<file path="config.mk">
export PLATFORM = sky130hd
export DESIGN_NAME = divide_32_by_16_unit
export DESIGN_NICKNAME = d
export VERILOG_FILES = /design/src/rtl/core/dv16_pkg.sv /design/src/rtl/core/dv16_step_stage.sv /design/src/rtl/core/divide_32_by_16_unit.sv
export SDC_FILE = /design/constraint.sdc
export NUM_CORES = 2
export LEC_CHECK = 0
export BUFFER_PORTS_ARGS = -buffer_cell sky130_fd_sc_hd__buf_2
export CAP_MARGIN = 40
export CORE_AREA = 2 2 330 332
export DETAILED_ROUTE_END_ITERATION = 8
export DIE_AREA = 0 0 332 334
export PLACE_DENSITY = 0.71
export RECOVER_POWER = 25
export SETUP_SLACK_MARGIN = 0.3
export SYNTH_ARGS = -nofsm -noshare
export SYNTH_HDL_FRONTEND = slang
export SYNTH_SLANG_ARGS = --single-unit
</file>
<file path="constraint.sdc">
create_clock -name i_clk -period 26.9 [get_ports i_clk]
set_input_delay 0 -clock i_clk [delete_from_list [all_inputs] [get_ports i_clk]]
set_output_delay 0 -clock i_clk [all_outputs]
set_load 0.02 [all_outputs]
</file>
<file path="src/rtl/core/dv16_pkg.sv">
// ----------------------------------------------------------------------------
// dv16_pkg
// Shared types and constants for the 32 by 16 bit divide unit.
// ----------------------------------------------------------------------------
package dv16_pkg;

    localparam int unsigned DVD_W  = 32;
    localparam int unsigned DVS_W  = 16;
    localparam int unsigned FLAG_W = 4;

    // Stream word widths, padded to whole bytes.
    localparam int unsigned S_TDATA_W = 56;
    localparam int unsigned M_TDATA_W = 40;

    // Operation select.
    localparam logic OP_DIVU = 1'b0;
    localparam logic OP_DIVS = 1'b1;

    // Flag bit positions.
    localparam int unsigned FLAG_N = 3;
    localparam int unsigned FLAG_Z = 2;
    localparam int unsigned FLAG_V = 1;
    localparam int unsigned FLAG_C = 0;

    // Largest signed quotient magnitudes that still fit in 16 bits.
    localparam logic [DVD_W-1:0] QUO_POS_MAX = 32'd32767;
    localparam logic [DVD_W-1:0] QUO_NEG_MAX = 32'd32768;

    // One word in flight through the divider stages.
    typedef struct packed {
        logic              op;
        logic              neg_dvd;
        logic              neg_quo;
        logic              div_zero;
        logic [FLAG_W-1:0] flags;
        logic [DVD_W-1:0]  dvd;
        logic [DVD_W-1:0]  quo;
        logic [DVS_W-1:0]  rem;
        logic [DVS_W-1:0]  dvs_mag;
    } t_div_word;

endpackage

</file>
<file path="src/rtl/core/dv16_step_stage.sv">
// ----------------------------------------------------------------------------
// dv16_step_stage
// One pipeline stage of the restoring divider: retires BITS_PER_STAGE quotient bits
// per word and registers the word with its valid bit.
// ----------------------------------------------------------------------------
module dv16_step_stage #(
    parameter int unsigned BITS_PER_STAGE = 4
) (
    input  logic                i_clk,
    input  logic                i_rst_n,
    input  logic                i_en,
    input  logic                i_valid,
    input  dv16_pkg::t_div_word i_word,
    output logic                o_valid,
    output dv16_pkg::t_div_word o_word
);

    logic                r_valid;
    dv16_pkg::t_div_word r_word;
    dv16_pkg::t_div_word n_word;

    always_comb begin
        logic [dv16_pkg::DVS_W:0] sh;
        n_word = i_word;
        sh     = '0;
        for (int k = 0; k < BITS_PER_STAGE; k++) begin
            // Shift the next dividend bit into the partial remainder.
            sh          = {n_word.rem, n_word.quo[dv16_pkg::DVD_W-1]};
            n_word.quo  = {n_word.quo[dv16_pkg::DVD_W-2:0], 1'b0};
            if (sh >= {1'b0, n_word.dvs_mag}) begin
                sh            = sh - {1'b0, n_word.dvs_mag};
                n_word.quo[0] = 1'b1;
            end
            n_word.rem = sh[dv16_pkg::DVS_W-1:0];
        end
    end

    always_ff @(posedge i_clk) begin
        if (!i_rst_n) begin
            r_valid <= 1'b0;
        end else if (i_en) begin
            r_valid <= i_valid;
        end
    end

    always_ff @(posedge i_clk) begin
        if (i_en) begin
            r_word <= n_word;
        end
    end

    assign o_valid = r_valid;
    assign o_word  = r_word;

endmodule

</file>
<file path="src/rtl/core/divide_32_by_16_unit.sv">
// ----------------------------------------------------------------------------
// divide_32_by_16_unit
// Pipelined DIVU/DIVS: 32-bit dividend by 16-bit divisor with flag update.
// ----------------------------------------------------------------------------
// The unit accepts one word per clock while the output is not stalled, and
// each result passes from the operand conditioning register through the
// chain of restoring divide stages, each retiring BITS_PER_STAGE quotient
// bits (four by default), to the result register. A stall on the output
// freezes the whole pipeline, so words are never dropped or repeated, and a
// new word is taken whenever the result register is empty or is being read.
module divide_32_by_16_unit #(
    parameter int unsigned BITS_PER_STAGE = 4
) (
    input  logic                             i_clk,
    input  logic                             i_rst_n,
    input  logic                             i_s_tvalid,
    output logic                             o_s_tready,
    // dividend[31:0], divisor[47:32], flags_in[51:48], zero pad[55:52]
    input  logic [dv16_pkg::S_TDATA_W-1:0]   i_s_tdata,
    // op[0]
    input  logic                             i_s_tuser,
    output logic                             o_m_tvalid,
    input  logic                             i_m_tready,
    // result[31:0], flags_out[35:32], zero pad[39:36]
    output logic [dv16_pkg::M_TDATA_W-1:0]   o_m_tdata,
    // write_back[0], zero_divide[1]
    output logic [1:0]                       o_m_tuser
);

    localparam int unsigned NUM_STAGES = dv16_pkg::DVD_W / BITS_PER_STAGE;

    logic                     en;
    logic                     in_op;
    logic [dv16_pkg::DVD_W-1:0]  in_dvd;
    logic [dv16_pkg::DVS_W-1:0]  in_dvs;
    logic [dv16_pkg::FLAG_W-1:0] in_flags;
    dv16_pkg::t_div_word      n_pre;

    logic                     r_pre_valid;
    dv16_pkg::t_div_word      r_pre;

    logic                     stg_valid [NUM_STAGES+1];
    dv16_pkg::t_div_word      stg_word  [NUM_STAGES+1];

    dv16_pkg::t_div_word      last;
    logic                     ovf;
    logic [dv16_pkg::DVS_W-1:0]  q16;
    logic [dv16_pkg::DVS_W-1:0]  r16;
    logic [dv16_pkg::DVD_W-1:0]  n_result;
    logic                     n_wb;
    logic [dv16_pkg::FLAG_W-1:0] n_flags;

    logic                     r_out_valid;
    logic [dv16_pkg::DVD_W-1:0]  r_out_result;
    logic                     r_out_wb;
    logic [dv16_pkg::FLAG_W-1:0] r_out_flags;
    logic                     r_out_zd;

    assign en         = !r_out_valid || i_m_tready;
    assign o_s_tready = en;

    assign in_op    = i_s_tuser;
    assign in_dvd   = i_s_tdata[31:0];
    assign in_dvs   = i_s_tdata[47:32];
    assign in_flags = i_s_tdata[51:48];

    // Operand conditioning: take magnitudes for a signed divide.
    always_comb begin
        n_pre          = '0;
        n_pre.op       = in_op;
        n_pre.neg_dvd  = (in_op == dv16_pkg::OP_DIVS) && in_dvd[dv16_pkg::DVD_W-1];
        n_pre.neg_quo  = (in_op == dv16_pkg::OP_DIVS) &&
                         (in_dvd[dv16_pkg::DVD_W-1] != in_dvs[dv16_pkg::DVS_W-1]);
        n_pre.div_zero = (in_dvs == '0);
        n_pre.flags    = in_flags;
        n_pre.dvd      = in_dvd;
        n_pre.quo      = n_pre.neg_dvd ? (~in_dvd + 32'd1) : in_dvd;
        n_pre.rem      = '0;
        if ((in_op == dv16_pkg::OP_DIVS) && in_dvs[dv16_pkg::DVS_W-1]) begin
            n_pre.dvs_mag = ~in_dvs + 16'd1;
        end else begin
            n_pre.dvs_mag = in_dvs;
        end
    end

    always_ff @(posedge i_clk) begin
        if (!i_rst_n) begin
            r_pre_valid <= 1'b0;
        end else if (en) begin
            r_pre_valid <= i_s_tvalid;
        end
    end

    always_ff @(posedge i_clk) begin
        if (en) begin
            r_pre <= n_pre;
        end
    end

    assign stg_valid[0] = r_pre_valid;
    assign stg_word[0]  = r_pre;

    for (genvar g = 0; g < NUM_STAGES; g++) begin : g_stage
        dv16_step_stage #(
            .BITS_PER_STAGE(BITS_PER_STAGE)
        ) u_stage (
            .i_clk   (i_clk),
            .i_rst_n (i_rst_n),
            .i_en    (en),
            .i_valid (stg_valid[g]),
            .i_word  (stg_word[g]),
            .o_valid (stg_valid[g+1]),
            .o_word  (stg_word[g+1])
        );
    end

    // Range check, sign restore and flag update.
    assign last = stg_word[NUM_STAGES];

    always_comb begin
        if (last.op == dv16_pkg::OP_DIVU) begin
            ovf = (last.quo[dv16_pkg::DVD_W-1:dv16_pkg::DVS_W] != '0);
        end else if (last.neg_quo) begin
            ovf = (last.quo > dv16_pkg::QUO_NEG_MAX);
        end else begin
            ovf = (last.quo > dv16_pkg::QUO_POS_MAX);
        end

        q16 = last.neg_quo ? (~last.quo[dv16_pkg::DVS_W-1:0] + 16'd1)
                           : last.quo[dv16_pkg::DVS_W-1:0];
        r16 = last.neg_dvd ? (~last.rem + 16'd1) : last.rem;

        n_result = last.dvd;
        n_wb     = 1'b0;
        n_flags  = last.flags;
        if (last.div_zero) begin
            n_flags[dv16_pkg::FLAG_V] = 1'b0;
        end else if (ovf) begin
            n_flags[dv16_pkg::FLAG_V] = 1'b1;
        end else begin
            n_flags                   = '0;
            n_flags[dv16_pkg::FLAG_N] = q16[dv16_pkg::DVS_W-1];
            n_flags[dv16_pkg::FLAG_Z] = (q16 == '0);
            n_result                  = {r16, q16};
            n_wb                      = 1'b1;
        end
    end

    always_ff @(posedge i_clk) begin
        if (!i_rst_n) begin
            r_out_valid <= 1'b0;
        end else if (en) begin
            r_out_valid <= stg_valid[NUM_STAGES];
        end
    end

    always_ff @(posedge i_clk) begin
        if (en) begin
            r_out_result <= n_result;
            r_out_wb     <= n_wb;
            r_out_flags  <= n_flags;
            r_out_zd     <= last.div_zero;
        end
    end

    assign o_m_tvalid = r_out_valid;
    assign o_m_tdata  = {4'b0000, r_out_flags, r_out_result};
    assign o_m_tuser  = {r_out_zd, r_out_wb};

endmodule
</file>
==> results.ini <==
[outcome]
run_status=finished clean

[die]
dieArea_sq_um=111000
die_w_um=332
rows=121
initial_core_util_pct=54.4
io_pins=105
core_sq_um=108000
die_h_um=334

[setup_path]
critPathKind=reg2reg
cp.arrival_ns=13.48
reg2reg_to=g_stage[4].u_stage.o_word[16]
reg2regPathDepth=51
path_max_fanout=32
ff2ff_setup_slack_ns=13.84
startpoint_type=register
cp-end-kind=register
crit_required_ns=27.32
r2r_start=g_stage[3].u_stage.o_word[1]
max_stage_delay_ns=0.75
crit_slowest_cell=a22o_1

[sta]
rsz0062_at_grt=false
slew_headroom_pct=37.8
fin_tns_setup_ns=0
final_hold_viol_count=0
fin_worst_skew_ns=0.0740
max_freq_mhz=76.6
setup_ws_ns=13.84
setup_viol=0
fin_crit_sh_pct=48.5
slew_violations=0
worstMarginPinSlew_ns=0.909
min_period_ns=13.06

[yosys]
synth-main-ff-cell=edfxtp_1
avgSynthCellArea_sq_um=11.2
synthArstFlopShare_pct=0
synth-seq-cells=935
seq_area_frac_synth_pct=47.7
synth_edf_count=925
syn_area_sq_um=58700
yosysWarnings=0
ys_types=103
synthCells=5243
synth_area_leaders=edfxtp_1, ha_1, mux2_2
netlist.area_leader.share_pct=47.3
yosysTopAreaCell=edfxtp_1

[route]
drc=0
postRouteWirelength_um=133000
drtPass1Iterations=5
drt-vias-per-instance=5.91
wl_per_cell_um=19.2
postRouteAntennaNets=0
drt_iter0_drc=2822
vias=41044

[clock_network]
cts_tree=yes
clk_latency_ns=0.70
cts.repair.resized=0
ctsHtreeMaxLevel=3
numCtsBuffers=95
clock_path_buffers=3
cts_root_buf=clkbuf_16
clk_pin_slew_ns=0.06
clkSinkCount=935

[placed_design]
dp_hpwl_um=101000
port-buffer-count=95
gp_congestion=0.928
pre_cts_ws_ns=14.16

[min_path]
whs_path_depth=2
hold_class=in2reg
min-delay-start=i_s_tdata[50]
min_to=r_pre[98]

[finish]
area_growth_pct=10.3
nets=6042
nFillCells=8671
drive_gt1_share_pct=10.6

[global_routing]
grt_pass1_wl_um=210000
grt_overflow=0
grt_max_degree=138
grt_antenna_before_repair=13
grt_util_all_layers_pct=23.6
grt_pass1_vias=39193

[flow_run]
drv_cap=0

cell usage after synthesis, types with 9 or more instances:
master	count
o211ai_1	26
nor2b_1	76
a211oi_1	34
clkbuf_1	54
fa_1	31
nor4_1	34
inv_1	356
and4_1	12
buf_2	14
nand3b_1	9
dfxtp_1	10
o31a_1	12
nand2b_1	56
o21a_1	76
nand3_1	109
or2_2	21
a211o_1	12
o311ai_0	11
mux2_2	258
a21boi_0	45
o221ai_1	9
xnor2_1	267
mux2i_1	47
o21ai_0	291
or3_1	36
edfxtp_1	925
a31oi_1	31
nor2_1	281
a31o_2	12
o41ai_1	14
and2_1	26
nor3_1	108
or4_1	14
and3_1	26
nand4_1	76
a21o_1	147
a21oi_1	367
o31ai_1	39
mux2_4	11
xor2_1	152
ha_1	502
o21bai_1	38
nand2_1	382
a2111oi_0	12
a41o_1	9
layout make-up:
| type | instances | area, sq um | area share [%] |
|---|---|---|---|
| Antenna cell | 9 | 22.5 | 0.0348 |
| Clock buffer | 111 | 2440 | 3.77 |
| Clock inverter | 64 | 749 | 1.16 |
| Inverter | 363 | 1370 | 2.12 |
| Multi-Input combinational cell | 3855 | 28900 | 44.6 |
| Sequential cell | 935 | 28000 | 43.2 |
| Tap cell | 1414 | 1770 | 2.73 |
| Timing Repair Buffer | 198 | 1510 | 2.33 |
flip-flops by register name, indices dropped and copies added, names as in the netlist:
| name | count |
|---|---|
| r_pre | 86 |
| r_out_result | 32 |
| r_out_wb | 1 |
| r_out_zd | 1 |
| g_stage.u_stage.o_word | 801 |
| g_stage.u_stage.o_valid | 8 |
| o_m_tvalid | 1 |
| r_out_flags | 4 |
| r_pre_valid | 1 |
metrics by stage:
step	cell area (sq um)	std cells	utilization, %	hold slack (ns)
finish	64700	6949	60.0	0.0685
global route	64700	6942	60.0	0.0675
floorplan	58700	5246	-	0.0989
CTS	64800	6940	60.1	0.0180
detailed placement	60900	6694	56.5	0.179
global placement	60600	6683	56.3	0.179
per-layer routing:
metal / track usage, % / vias to the layer above / share of wire, %
met5: 0 / - / 0.039
met4: 9.39 / 8 / 3.6
met3: 3.07 / 257 / 5.2
met2: 39.4 / 1121 / 47
met1: 31.4 / 19549 / 44
li1: - / 20109 / -
critical path, delay by kind of cell, from the launching register on:
family | cells | cell delay (ns)
compound gates | 24 | 6.03
mux | 3 | 1.03
buf+inv | 8 | 1.82
simple gates | 12 | 2.29
fa+ha+maj | 4 | 1.07
flops | 1 | 0.52
logic make-up after synthesis:
| logic type | synth area share [%] |
|---|---|
| fa+ha+maj | 11.8 |
| other cells | 0.00639 |
| xor+xnor | 6.25 |
| simple gates | 10.8 |
| flops | 47.7 |
| buf+inv | 3.13 |
| mux | 6.05 |
| compound gates | 14.4 |
how the worst max path moves through the flow:
stage / slack (ns) / start / end / cells past startpoint
after global placement: 14.17 / g_stage[3].u_stage.o_word[1] / g_stage[4].u_stage.o_word[16] / 51
after CTS: 14.02 / g_stage[3].u_stage.o_word[1] / g_stage[4].u_stage.o_word[16] / 51
after detailed placement: 14.16 / g_stage[3].u_stage.o_word[1] / g_stage[4].u_stage.o_word[16] / 51
after global routing: 12.82 / g_stage[3].u_stage.o_word[1] / g_stage[4].u_stage.o_word[16] / 51
final: 13.84 / g_stage[3].u_stage.o_word[1] / g_stage[4].u_stage.o_word[16] / 51
after floorplan: 2.26 / o_m_tvalid / g_stage[0].u_stage.o_word[0] / 2
repair_timing:
item	4_1_cts	5_1_grt
buffers inserted	0	0
hold buffers	71	0
hold endpoints to repair	95	0
cells in the final DEF (no fill, tap or decap), drive strengths merged, types with 35 or more instances in the layout:
master         n
a21oi        367
nand2        382
o21ai        294
mux2i         47
dlygate4sd3   71
o21bai        38
a211oi        38
clkbuf       146
nor2b         77
nor3         109
xnor2        267
edfxtp       925
nand2b        57
a21boi        45
nand3        109
o31ai         41
ha           502
nor2         282
inv          373
or3           36
xor2         152
a21o         147
mux2         270
o21a          77
nor4          35
clkinv        39
nand4         77
buf           92
Power is left out: the tool's default activity adds up to more than one toggle a clock period on the data nets, which glitch-free logic cannot reach.
